**src/rtl/core/itp_pkg.sv**
```systemverilog
// itp_pkg: shared types, codes and helpers for the infix to postfix converter
// no dependencies; imported by the interfaces and every module of the block
package itp_pkg;

  // stack geometry
  localparam int STACK_DEPTH = 32;
  localparam int STACK_CAP   = (STACK_DEPTH > 32) ? 32 : STACK_DEPTH;
  localparam int IDX_W       = $clog2(STACK_CAP);
  localparam int CNT_W       = $clog2(STACK_CAP + 1);

  // field widths
  localparam int KIND_W  = 3;
  localparam int OP_W    = 4;
  localparam int VAL_W   = 32;
  localparam int OKIND_W = 2;
  localparam int ERR_W   = 2;
  localparam int ENTRY_W = 5;
  localparam int PREC_W  = 3;

  // input token kinds
  localparam logic [KIND_W-1:0] KIND_NUM = 3'd0;
  localparam logic [KIND_W-1:0] KIND_VAR = 3'd1;
  localparam logic [KIND_W-1:0] KIND_OP  = 3'd2;
  localparam logic [KIND_W-1:0] KIND_LB  = 3'd3;
  localparam logic [KIND_W-1:0] KIND_RB  = 3'd4;
  localparam logic [KIND_W-1:0] KIND_END = 3'd5;

  // operator codes that set precedence and associativity
  localparam logic [OP_W-1:0] OP_SUB = 4'd1;
  localparam logic [OP_W-1:0] OP_DIV = 4'd3;
  localparam logic [OP_W-1:0] OP_POW = 4'd4;

  localparam logic [PREC_W-1:0] PREC_ADD  = 3'd2;
  localparam logic [PREC_W-1:0] PREC_MUL  = 3'd3;
  localparam logic [PREC_W-1:0] PREC_HIGH = 3'd4;

  // stack entry marking a left bracket
  localparam logic [ENTRY_W-1:0] ENTRY_LB = 5'd16;

  // result kinds
  localparam logic [OKIND_W-1:0] OUT_NUM  = 2'd0;
  localparam logic [OKIND_W-1:0] OUT_VAR  = 2'd1;
  localparam logic [OKIND_W-1:0] OUT_OP   = 2'd2;
  localparam logic [OKIND_W-1:0] OUT_NONE = 2'd3;

  // error codes
  localparam logic [ERR_W-1:0] ERR_OK  = 2'd0;
  localparam logic [ERR_W-1:0] ERR_RB  = 2'd1;
  localparam logic [ERR_W-1:0] ERR_LB  = 2'd2;
  localparam logic [ERR_W-1:0] ERR_OVF = 2'd3;

  typedef enum logic [2:0] {
    CMD_NUM,
    CMD_VAR,
    CMD_OP,
    CMD_LB,
    CMD_RB,
    CMD_END
  } cmd_kind_t;

  // classified token handed from front to back
  typedef struct packed {
    cmd_kind_t          kind;
    logic [OP_W-1:0]    op;
    logic [PREC_W-1:0]  prec;
    logic               left;
    logic [VAL_W-1:0]   value;
  } cmd_t;

  typedef enum logic {
    S_IDLE,
    S_RUN
  } back_state_t;

  function automatic logic [PREC_W-1:0] prec_of(input logic [OP_W-1:0] op);
    logic [PREC_W-1:0] p;
    begin
      if (op <= OP_SUB) p = PREC_ADD;
      else if (op <= OP_DIV) p = PREC_MUL;
      else p = PREC_HIGH;
      return p;
    end
  endfunction

endpackage

```
**src/rtl/core/itp_token_if.sv**
```systemverilog
// itp_token_if: valid/ready channel carrying one infix token
// depends on itp_pkg for field widths
interface itp_token_if;
  import itp_pkg::*;

  logic              valid;
  logic              ready;
  logic [KIND_W-1:0] kind;
  logic [OP_W-1:0]   op_code;
  logic [VAL_W-1:0]  number_value;

  modport source (output valid, kind, op_code, number_value, input ready);
  modport sink   (input valid, kind, op_code, number_value, output ready);
endinterface

```
**src/rtl/core/itp_result_if.sv**
```systemverilog
// itp_result_if: valid/ready channel carrying one postfix result
// depends on itp_pkg for field widths
interface itp_result_if;
  import itp_pkg::*;

  logic               valid;
  logic               ready;
  logic [OKIND_W-1:0] out_kind;
  logic [OP_W-1:0]    out_op_code;
  logic [VAL_W-1:0]   out_value;
  logic               last;
  logic [ERR_W-1:0]   error;

  modport source (output valid, out_kind, out_op_code, out_value, last, error, input ready);
  modport sink   (input valid, out_kind, out_op_code, out_value, last, error, output ready);
endinterface

```
**src/rtl/core/infix_to_postfix_converter.sv**
```systemverilog
// infix_to_postfix_converter: shunting yard converter, top level
// depends on itp_pkg, itp_token_if, itp_result_if, itp_front, itp_back
//
//   channel   | dir | handshake     | payload
//   ----------+-----+---------------+----------------------------------------------
//   tokens    | in  | valid / ready | kind, op_code, number_value
//   results   | out | valid / ready | out_kind, out_op_code, out_value, last, error
//
// a number or variable token passes through the back end as a command load and then an emit;
// an operator, right bracket or end token is loaded and then pops any stack entries it must;
// the pop sequencer reads one stack entry per cycle unless a stalled results channel holds it
// the front queue holds two commands, so tokens are still accepted while the back end pops, until it fills
// rst (synchronous) empties the queue and the stack; stack entries need no clearing
// a stalled results channel holds the output register and stops the pop sequencer once a popped operator waits
module infix_to_postfix_converter (
  input  logic         clk,
  input  logic         rst,
  itp_token_if.sink    tokens,
  itp_result_if.source results
);
  import itp_pkg::*;

  // classified command between front and back
  logic cmd_valid;
  cmd_t cmd;
  logic cmd_take;

  // front: accept transactions, classify, queue
  itp_front u_front (
    .clk       (clk),
    .rst       (rst),
    .tokens    (tokens),
    .cmd_valid (cmd_valid),
    .cmd       (cmd),
    .cmd_take  (cmd_take)
  );

  // back: operator stack and result emission
  itp_back u_back (
    .clk       (clk),
    .rst       (rst),
    .cmd_valid (cmd_valid),
    .cmd_in    (cmd),
    .cmd_take  (cmd_take),
    .results   (results)
  );
endmodule

```
**src/rtl/core/itp_front.sv**
```systemverilog
// itp_front: accepts tokens, classifies them and queues commands (two entries)
// depends on itp_pkg and itp_token_if
module itp_front (
  input  logic           clk,
  input  logic           rst,
  itp_token_if.sink      tokens,
  output logic           cmd_valid,
  output itp_pkg::cmd_t  cmd,
  input  logic           cmd_take
);
  import itp_pkg::*;

  cmd_t       q [2];
  logic       wr_ptr;
  logic       rd_ptr;
  logic [1:0] fill;

  cmd_t cls;
  logic cls_ok;
  logic accept;
  logic push;
  logic pop;

  always_comb begin
    cls       = '0;
    cls.op    = tokens.op_code;
    cls.prec  = prec_of(tokens.op_code);
    cls.left  = (tokens.op_code != OP_POW);
    cls.value = tokens.number_value;
    cls_ok    = 1'b1;
    unique case (tokens.kind)
      KIND_NUM: cls.kind = CMD_NUM;
      KIND_VAR: cls.kind = CMD_VAR;
      KIND_OP:  cls.kind = CMD_OP;
      KIND_LB:  cls.kind = CMD_LB;
      KIND_RB:  cls.kind = CMD_RB;
      KIND_END: cls.kind = CMD_END;
      default: begin
        // unknown kinds are taken and dropped
        cls.kind = CMD_NUM;
        cls_ok   = 1'b0;
      end
    endcase
  end

  assign tokens.ready = (fill != 2'd2);
  assign accept       = tokens.valid && tokens.ready;
  assign push         = accept && cls_ok;
  assign cmd_valid    = (fill != 2'd0);
  assign cmd          = q[rd_ptr];
  assign pop          = cmd_take && cmd_valid;

  always_ff @(posedge clk) begin
    if (push) begin
      q[wr_ptr] <= cls;
    end
  end

  always_ff @(posedge clk) begin
    if (rst) begin
      wr_ptr <= 1'b0;
      rd_ptr <= 1'b0;
      fill   <= 2'd0;
    end else begin
      if (push) wr_ptr <= ~wr_ptr;
      if (pop) rd_ptr <= ~rd_ptr;
      case ({push, pop})
        2'b10:   fill <= fill + 2'd1;
        2'b01:   fill <= fill - 2'd1;
        default: fill <= fill;
      endcase
    end
  end
endmodule

```
**src/rtl/core/itp_back.sv**
```systemverilog
// itp_back: operator stack, pop sequencer and output register
// depends on itp_pkg and itp_result_if
module itp_back (
  input  logic          clk,
  input  logic          rst,
  input  logic          cmd_valid,
  input  itp_pkg::cmd_t cmd_in,
  output logic          cmd_take,
  itp_result_if.source  results
);
  import itp_pkg::*;

  logic [ENTRY_W-1:0] stack [STACK_CAP];
  logic [CNT_W-1:0]   count, count_next;
  back_state_t        state, state_next;
  cmd_t               cmd, cmd_next;
  logic               pend_v, pend_v_next;
  logic [OP_W-1:0]    pend_op, pend_op_next;
  logic               lb_seen, lb_seen_next;

  logic               push_en;
  logic [ENTRY_W-1:0] push_data;

  logic               emit;
  logic [OKIND_W-1:0] e_kind;
  logic [OP_W-1:0]    e_op;
  logic [VAL_W-1:0]   e_val;
  logic               e_last;
  logic [ERR_W-1:0]   e_err;

  logic               out_valid;
  logic               slot_free;
  logic               has;
  logic               full;
  logic [CNT_W-1:0]   top_cnt;
  logic [ENTRY_W-1:0] top;
  logic               top_lb;
  logic [PREC_W-1:0]  top_prec;
  logic               pops;
  logic               can_pop;

  assign slot_free = !out_valid || results.ready;
  assign has       = (count != '0);
  assign full      = (count >= CNT_W'(STACK_CAP));
  assign top_cnt   = count - CNT_W'(1);
  assign top       = stack[top_cnt[IDX_W-1:0]];
  assign top_lb    = (top == ENTRY_LB);
  assign top_prec  = prec_of(top[OP_W-1:0]);
  assign pops      = has && !top_lb &&
                     ((top_prec > cmd.prec) || (cmd.left && (top_prec == cmd.prec)));
  // a pop may go ahead once the held result, if any, can leave
  assign can_pop   = !pend_v || slot_free;

  always_comb begin
    state_next   = state;
    count_next   = count;
    cmd_next     = cmd;
    pend_v_next  = pend_v;
    pend_op_next = pend_op;
    lb_seen_next = lb_seen;
    cmd_take     = 1'b0;
    push_en      = 1'b0;
    push_data    = ENTRY_LB;
    emit         = 1'b0;
    e_kind       = pend_v ? OUT_OP : OUT_NONE;
    e_op         = pend_v ? pend_op : '0;
    e_val        = '0;
    e_last       = 1'b0;
    e_err        = ERR_OK;

    unique case (state)
      S_IDLE: begin
        if (cmd_valid) begin
          cmd_take     = 1'b1;
          cmd_next     = cmd_in;
          pend_v_next  = 1'b0;
          lb_seen_next = 1'b0;
          state_next   = S_RUN;
        end
      end
      S_RUN: begin
        unique case (cmd.kind)
          CMD_NUM, CMD_VAR: begin
            if (slot_free) begin
              emit       = 1'b1;
              e_kind     = (cmd.kind == CMD_NUM) ? OUT_NUM : OUT_VAR;
              e_op       = '0;
              e_val      = (cmd.kind == CMD_NUM) ? cmd.value : '0;
              e_last     = 1'b1;
              state_next = S_IDLE;
            end
          end
          CMD_OP: begin
            if (pops) begin
              if (can_pop) begin
                emit         = pend_v;
                pend_v_next  = 1'b1;
                pend_op_next = top[OP_W-1:0];
                count_next   = count - CNT_W'(1);
              end
            end else if (full) begin
              if (slot_free) begin
                emit       = 1'b1;
                e_last     = 1'b1;
                e_err      = ERR_OVF;
                state_next = S_IDLE;
              end
            end else if (can_pop) begin
              push_en    = 1'b1;
              push_data  = {1'b0, cmd.op};
              count_next = count + CNT_W'(1);
              emit       = pend_v;
              e_last     = 1'b1;
              state_next = S_IDLE;
            end
          end
          CMD_LB: begin
            if (full) begin
              if (slot_free) begin
                emit       = 1'b1;
                e_last     = 1'b1;
                e_err      = ERR_OVF;
                state_next = S_IDLE;
              end
            end else begin
              push_en    = 1'b1;
              push_data  = ENTRY_LB;
              count_next = count + CNT_W'(1);
              state_next = S_IDLE;
            end
          end
          CMD_RB: begin
            if (has) begin
              if (can_pop) begin
                count_next = count - CNT_W'(1);
                emit       = pend_v;
                if (top_lb) begin
                  // matching bracket found and discarded
                  e_last     = 1'b1;
                  state_next = S_IDLE;
                end else begin
                  pend_v_next  = 1'b1;
                  pend_op_next = top[OP_W-1:0];
                end
              end
            end else if (slot_free) begin
              emit       = 1'b1;
              e_last     = 1'b1;
              e_err      = ERR_RB;
              state_next = S_IDLE;
            end
          end
          CMD_END: begin
            if (has) begin
              if (top_lb) begin
                count_next   = count - CNT_W'(1);
                lb_seen_next = 1'b1;
              end else if (can_pop) begin
                emit         = pend_v;
                pend_v_next  = 1'b1;
                pend_op_next = top[OP_W-1:0];
                count_next   = count - CNT_W'(1);
              end
            end else if (slot_free) begin
              emit       = 1'b1;
              e_last     = 1'b1;
              e_err      = lb_seen ? ERR_LB : ERR_OK;
              state_next = S_IDLE;
            end
          end
          default: state_next = S_IDLE;
        endcase
      end
      default: state_next = S_IDLE;
    endcase
  end

  always_ff @(posedge clk) begin
    if (rst) begin
      state <= S_IDLE;
      count <= '0;
    end else begin
      state <= state_next;
      count <= count_next;
    end
  end

  always_ff @(posedge clk) begin
    cmd     <= cmd_next;
    pend_v  <= pend_v_next;
    pend_op <= pend_op_next;
    lb_seen <= lb_seen_next;
    if (push_en) begin
      stack[count[IDX_W-1:0]] <= push_data;
    end
  end

  // output register
  always_ff @(posedge clk) begin
    if (rst) begin
      out_valid <= 1'b0;
    end else if (emit) begin
      out_valid <= 1'b1;
    end else if (results.ready) begin
      out_valid <= 1'b0;
    end
  end

  always_ff @(posedge clk) begin
    if (emit) begin
      results.out_kind    <= e_kind;
      results.out_op_code <= e_op;
      results.out_value   <= e_val;
      results.last        <= e_last;
      results.error       <= e_err;
    end
  end

  assign results.valid = out_valid;
endmodule
```
**src/flat_wrapper.sv**
```systemverilog
// flat-port wrapper written by rule: the top's interface ports become plain ports
module infix_to_postfix_converter_flat import itp_pkg::*;
  (clk, rst, tokens_valid, tokens_kind, tokens_op_code, tokens_number_value, tokens_ready, results_valid, results_out_kind, results_out_op_code, results_out_value, results_last, results_error, results_ready);
  itp_token_if tokens_i ();
  itp_result_if results_i ();
  input  logic clk;
  input  logic rst;
  input wire logic [$bits(tokens_i.valid)-1:0] tokens_valid;
  input wire logic [$bits(tokens_i.kind)-1:0] tokens_kind;
  input wire logic [$bits(tokens_i.op_code)-1:0] tokens_op_code;
  input wire logic [$bits(tokens_i.number_value)-1:0] tokens_number_value;
  output wire logic [$bits(tokens_i.ready)-1:0] tokens_ready;
  output wire logic [$bits(results_i.valid)-1:0] results_valid;
  output wire logic [$bits(results_i.out_kind)-1:0] results_out_kind;
  output wire logic [$bits(results_i.out_op_code)-1:0] results_out_op_code;
  output wire logic [$bits(results_i.out_value)-1:0] results_out_value;
  output wire logic [$bits(results_i.last)-1:0] results_last;
  output wire logic [$bits(results_i.error)-1:0] results_error;
  input wire logic [$bits(results_i.ready)-1:0] results_ready;
  assign tokens_i.valid = tokens_valid;
  assign tokens_i.kind = tokens_kind;
  assign tokens_i.op_code = tokens_op_code;
  assign tokens_i.number_value = tokens_number_value;
  assign tokens_ready = tokens_i.ready;
  assign results_valid = results_i.valid;
  assign results_out_kind = results_i.out_kind;
  assign results_out_op_code = results_i.out_op_code;
  assign results_out_value = results_i.out_value;
  assign results_last = results_i.last;
  assign results_error = results_i.error;
  assign results_i.ready = results_ready;
  infix_to_postfix_converter u_core (.clk(clk), .rst(rst), .tokens(tokens_i), .results(results_i));
endmodule
```
**config.mk**
```make
export PLATFORM = sky130hd
export DESIGN_NAME = infix_to_postfix_converter_flat
export DESIGN_NICKNAME = d
export VERILOG_FILES = /design/src/rtl/core/itp_pkg.sv /design/src/rtl/core/itp_token_if.sv /design/src/rtl/core/itp_result_if.sv /design/src/rtl/core/infix_to_postfix_converter.sv /design/src/rtl/core/itp_front.sv /design/src/rtl/core/itp_back.sv /design/src/flat_wrapper.sv
export SDC_FILE = /design/constraint.sdc
export NUM_CORES = 1
export LEC_CHECK = 0
export BUFFER_PORTS_ARGS = -buffer_cell sky130_fd_sc_hd__clkbuf_2
export CORE_MARGIN = 2
export CORE_UTILIZATION = 55
export CTS_BUF_LIST = sky130_fd_sc_hd__clkbuf_2
export CTS_CLUSTER_SIZE = 30
export DETAILED_ROUTE_END_ITERATION = 8
export PLACE_DENSITY = 0.75
export SLEW_MARGIN = 0
export SYNTH_ARGS = -nofsm -noshare
export SYNTH_HDL_FRONTEND = slang
export SYNTH_HIERARCHICAL = 1
export SYNTH_SLANG_ARGS = --single-unit
```
**constraint.sdc**
```tcl
create_clock -name clk -period 6.1 [get_ports clk]
set_clock_uncertainty 0.15 [all_clocks]
set_input_delay 0.915 -clock clk [delete_from_list [all_inputs] [get_ports clk]]
set_output_delay 0.915 -clock clk [all_outputs]
set_load 0.1 [all_outputs]
```
Yosys cells after proc, flatten, opt, wreduce, memory -nomap -nowiden
Memory sizes are Yosys's and may differ from the RTL's. A register that Yosys moved wholly into a read port is not among the register bits.
Index checks and enable logic that the tools add are counted.
- register bits after elaboration: 59
- memory bits (writable): 246
- output and inout port bits: 43
- logic and storage cells: 196
- memories kept: 2
- add/subtract/negate cells: 4
- magnitude comparators: 6
- equality and inequality tests: 36
- muxes and demuxes: 103
- bitwise gates (word level): 3
- reduce and logical (&&, ||, !) cells: 28
- memories (name ; depth ; width ; read ports ; clocked after Yosys merged registers in ; wr ports ; RTL line ; text):
    u_core.u_back.stack ; 32 ; 5 ; 1 ; 0 ; 1 ; itp_back.sv:13 ; logic [ENTRY_W-1:0] stack [STACK_CAP];
    u_core.u_front.q ; 2 ; 43 ; 1 ; 1 ; 1 ; itp_front.sv:13 ; cmd_t q [2];
- operators with widths (operator ; number):
    1-bit two-way mux ; 53
    6-bit two-way mux ; 8
    4-bit two-way mux ; 11
    5-bit two-way mux ; 5
    3-bit != test (second input constant) ; 8
    6-bit case mux with 4 select lines ; 1
    2-bit two-way mux ; 9
    2-bit != test (second input constant) ; 8
    8-bit AND reduction ; 2
    1-bit case mux with 5 select lines ; 3
    3-bit case mux with 5 select lines ; 1
    3-bit by 2-bit equality test with 1-bit output (second input constant) ; 4
    3-bit equality test (second input constant) ; 4
    3-bit two-way mux ; 4
    4-bit case mux with 3 select lines ; 1
    4-bit by 1-bit less-or-equal comparator with 1-bit output (second input constant) ; 2
    4-bit by 2-bit less-or-equal comparator with 1-bit output (second input constant) ; 2
    2-bit by 1-bit != test with 1-bit output (second input constant) ; 4
    1-bit case mux with 2 select lines ; 4
    2-bit case mux with 4 select lines ; 1
    4-bit AND reduction ; 2
    7-bit AND reduction ; 1
    6-bit by 1-bit adder with 6-bit output (second input constant) ; 1
    3-bit by 1-bit equality test with 1-bit output (second input constant) ; 2
    25 further kinds ; 39

Depth between registers and ports, before layout
An unclocked memory read counts as a cell.
- word-level depth: 14
- depth in mapped cells: 26
- mapped depth without buffers: 19

By module
Netlist, hierarchy kept.
- modules (own cells, without submodules) (module ; instances ; cells an instance ; area each (µm²) ; seq. area each (µm²)):
    itp_back ; 1 ; 679 ; 11034.3 ; 7667.4
    itp_front ; 1 ; 167 ; 3367.0 ; 2682.6

Worst setup path before layout
Ideal clock, no wire load.
- kind: flip-flop to flip-flop
- start: reg u_core.u_back.count[0]
- end: reg u_core.u_back.results.error[0] (enable)
- setup time: 402 ps
- arrival: 5406 ps
- required time: 5548 ps
- setup slack: 142 ps
- cell stages (with the launch flop): 23
- period minus slack after synthesis: 5958 ps
- cell sequence: dfxtp_1 > buf_6 > buf_6 > buf_4 > inv_2 > ha_1 > buf_2 > buf_2 > clkbuf_1 > mux4_2 > mux2_2 > o2111a_1 > or2_1 > inv_2 > nand2_1 > ha_1 > nand2b_1 > a21oi_1 > nor2b_1 > o211a_1 > o21ai_2 > a41o_1 > o21a_1
- cells in the longest elaborated chain, start to end: 12
- ends and longest elaborated chain (what ; RTL line ; text):
    from (decl) ; itp_back.sv:14 ; logic [CNT_W-1:0] count, count_next;
    from (signal assigned) ; itp_back.sv:184 ; count <= count_next;
    6-bit by 1-bit subtractor with 6-bit output * ; n/a ;
    memory 32 x 5 bit * ; n/a ;
    named net u_core.u_back.top[2] ; itp_back.sv:36 ; logic [ENTRY_W-1:0] top;
    branches (longest 8 deep; another with 4-bit by 2-bit less-or-equal comparator with 1-bit output) ; n/a ;
    1-bit case mux with 5 select lines * ; itp_back.sv:82 ; unique case (cmd.kind)
    1-bit two-way mux * ; itp_back.sv:71 ; unique case (state)
    named net u_core.u_back.emit ; itp_back.sv:24 ; logic emit;
    to (signal assigned) ; itp_back.sv:215 ; results.error <= e_err;
    to (decl) ; itp_result_if.sv:14 ; modport source (output valid, out_kind, out_op_code, out_value, last, error, input ready);
Mark *: on every way through the listed nets, which the timed path passes.
A chain may end at the register's enable or synchronous reset.

Worst setup path after layout
- start: reg u_core.u_back.count[0]
- end: mem u_core.u_back.stack[21][3] (enable)
- cells in the longest elaborated chain, start to end: 14
- ends and longest elaborated chain (what ; RTL line ; text):
    6-bit by 1-bit subtractor with 6-bit output * ; n/a ;
    memory 32 x 5 bit * ; n/a ;
    named net u_core.u_back.top[3] ; itp_back.sv:36 ;
    branches (longest 6 deep; another with 4-bit by 2-bit less-or-equal comparator with 1-bit output) ; n/a ;
    1-bit logical AND * ; itp_back.sv:49 ; assign pops = has && !top_lb &&
    1-bit two-way mux * ; itp_back.sv:94 ; if (pops) begin
    1-bit case mux with 2 select lines * ; itp_back.sv:82 ;
    1-bit two-way mux * ; itp_back.sv:71 ;
    1-bit two-way mux * ; itp_back.sv:193 ; if (push_en) begin
    1-bit two-way mux (not written as such) * ; itp_back.sv:194 ; stack[count[IDX_W-1:0]] <= push_data;
    to (decl) ; itp_back.sv:13 ;
Marked as above.

==> reports/metrics.yaml <==
run_status:
  status: "finished, final reports clean"
placed_design:
  placed_cell_area_um2: 15290
  io_buffer_count: 85
  routabilityCongestion: 0.9306
  dp_hpwl_mm: 18.23
setup_path:
  startpoint_type: "register"
  cp_max_fo: 15
  arrival_ps: 5990
  end_kind: "register"
  cp_data_required_time_ps: 6420
  crit_type: "reg2reg"
detailed_routing:
  drc: 0
  via_count: 8245
  via_per_inst: 5.815
  ant_nets: 0
  wirelength_mm: 29.57
  wl_per_cell_um: 20.85
  drt_iter0_drc: 849
  drt_first_pass_iters: 5
logic_synthesis:
  avgSynthCellArea_um2: 17.02
  synth_top_cell_by_area: "edfxtp_1"
  ys.flop_type: "edfxtp_1"
  synth_edf_count: 336
  synth_seq_area_share_pct: 71.87
  async_reset_ff_share_pct: 0
  yosys-top-cells-area: "edfxtp_1, mux4_2, mux2_2"
  ys_warn_count: 6
  ys_ff_latch: 349
  synth_top_area_share_pct: 70.06
  synth_cells: 846
  synth_area_um2: 14400
  synth_nets: 902
  ys_types: 69
finish:
  design_area_um2: 16310
  final_cell_mix: "edfxtp_1, clkbuf_2, nor2_1, mux2_2, and2_1"
  final_common_cell: "edfxtp_1"
  drive_above_1_share_pct: 33.36
  nNetsFinal: 1073
  area_delta_synth_final_pct: 13.25
global_routing:
  grt_max_degree: 47
  grt_pass1_wl_mm: 46.24
  grt_pass1_vias: 8439
  globalRouteTotalUtil_pct: 21.66
  globalRouteOverflowTotal: 0
  antenna_found_initial: 1
die:
  die_y_um: 165.8
  coreArea_um2: 25910
  io_pins: 86
  die_w_um: 165.8
  initial_core_util_pct: 55.58
  die_area_um2: 27490
  rows: 59
sta:
  tightest_slew_ps: 1139
  final_hold_viol_count: 0
  relSlewSlack_pct: 24.04
  setup_viol: 0
  fmax_mhz: 176.4
  min_period_ps: 5669
  fin_setup_tns_ps: 0
  slew_viol_final: 0
  fin_crit_sh_pct: 92.94
  rsz0062_at_grt: "false"
min_path:
  hold_class: "in2reg"
power_and_ir_drop:
  power_mw: 6.887
  leakage_nw: 5.913
  vdd.ir_drop.worst_v: 0.0002350
  p_per_area_nw_per_um2: 422.3
clock_network:
  ctsHtreeMaxLevel: 3
  root_buffer: "clkbuf_2"
  cts_inserted_buffers: 82
  cts_setup_buffers: 0
  cts_sinks: 349
  cts_tree: "yes"
  path_clk_slew_ps: 110
  cts_buffer_depth: 3
  insertion_delay_ps: 930
run:
  max-cap-violations: 0
worst paths after layout:
check,startpoint,end,slack [ps],cells after the start
setup / recovery,u_core/u_back/count[0]$_SDFFE_PP0P_,u_core/u_back/stack[21][3]$_DFFE_PP_,430,19
hold / removal,tokens_number_value[3],u_core/u_front/q[0][3]$_DFFE_PP_,80,1
setup reg to reg,u_core/u_back/count[0]$_SDFFE_PP0P_,u_core/u_back/stack[21][3]$_DFFE_PP_,430,19
hold reg to reg,u_core/u_back/cmd[17]$_DFFE_PP_,u_core/u_back/results.out_value[17]$_SDFFCE_PN0P_,330,1
cell type report:
| class | instances | area [µm²] |
|---|---|---|
| diodes | 1 | 2.502 |
| clock buffers | 113 | 565.5 |
| clock inverters | 36 | 281.5 |
| fillers | 1859 | 9602 |
| inverters | 16 | 60.06 |
| multi-input cells | 443 | 3835 |
| flip-flops and latches | 349 | 10350 |
| well taps | 335 | 419.2 |
| repair buffers | 125 | 793.3 |
synth_stat cells, types with 3 or more instances:
| cell type | number |
|---|---|
| a21boi_0 | 3 |
| a21oi_1 | 19 |
| a31oi_1 | 4 |
| and2_1 | 39 |
| and3_1 | 7 |
| buf_2 | 13 |
| buf_4 | 4 |
| buf_6 | 3 |
| clkbuf_1 | 17 |
| dfxtp_1 | 13 |
| edfxtp_1 | 336 |
| ha_1 | 13 |
| inv_1 | 13 |
| mux2_2 | 48 |
| mux2i_1 | 26 |
| mux4_2 | 38 |
| nand2_1 | 29 |
| nand2b_1 | 6 |
| nand3_1 | 26 |
| nand3_4 | 4 |
| nor2_1 | 53 |
| nor2b_1 | 6 |
| nor3_1 | 8 |
| o2111a_1 | 3 |
| o211ai_1 | 10 |
| o21a_1 | 7 |
| o21ai_0 | 21 |
| o31ai_1 | 6 |
| o31ai_2 | 3 |
| o32ai_1 | 6 |
| or2_2 | 4 |
| or3_1 | 5 |
| xnor2_1 | 8 |
| xor2_1 | 3 |
kinds of logic after synthesis:
group	after synthesis	synth area share (%)
flip-flops	349	71.87
AND/OR/NAND/NOR	204	7.654
multiplexers	114	11.69
AO/OA/AOI/OAI	101	5.213
buffers and inverters	54	1.781
adder cells (fa/ha/maj)	13	1.129
XOR/XNOR	11	0.6690
report_power, final:
group          total (mW)  switching [mW]  internal (mW)
Combinational        2.13            1.40          0.735
Clock                1.62           0.922          0.694
Sequential           3.14           0.156           2.98
repair_timing:
action / CTS / global route
hold endpoints to repair: 33 / 0
hold buffers: 17 / 0
gates resized for setup: 0 / 0
metrics by stage:
| step | worst slack [ps] | instances | util, % | hold WS (ps) |
|---|---|---|---|---|
| after floorplan | 142.3 | 846 | - | 256.4 |
| after global placement | 657.9 | 1251 | 59.01 | 343.6 |
| after detailed placement | 505.0 | 1251 | 59.01 | 348.9 |
| after CTS | 495.8 | 1417 | 62.93 | 10.12 |
| after global routing | 185.5 | 1418 | 62.94 | 4.214 |
| final | 430.6 | 1418 | 62.94 | 79.38 |
registers in the layout, summed over array words and instances (netlist names), 2 cells and up, named ones only:
| signal | flops |
|---|---|
| u_core/u_back/results.error | 2 |
| u_core/u_front/q | 86 |
| u_core/u_back/stack | 160 |
| u_core/u_back/results.out_value | 32 |
| u_core/u_back/results.out_op_code | 4 |
| u_core/u_back/cmd | 43 |
| u_core/u_back/count | 6 |
| u_core/u_back/results.out_kind | 2 |
| u_core/u_back/pend_op | 4 |
| u_core/u_front/fill | 2 |
critical path: stages, from the launching register on:
cell and delay, ps:
dfxtp_2 410, inv_2 170, ha_2 480, buf_4 300, mux4_2 330, mux2_2 290
o2111a_1 240, or2_1 270, inv_2 150, nand2_1 80, ha_1 300, nand2b_1 140
a21oi_1 150, nor2b_1 70, o211ai_1 350, a21oi_2 60, buf_4 190, o31ai_4 470
nand3_4 270, nor2_1 400
layer usage:
metal,track usage [%],routed length [µm],vias up
met5,0,0,-
met4,8.318,764,0
met3,5.529,2254,71
met2,33.74,14110,401
met1,29.86,12440,4056
li1,-,-,3717
Note: power is estimated with default switching activity, not from simulation.
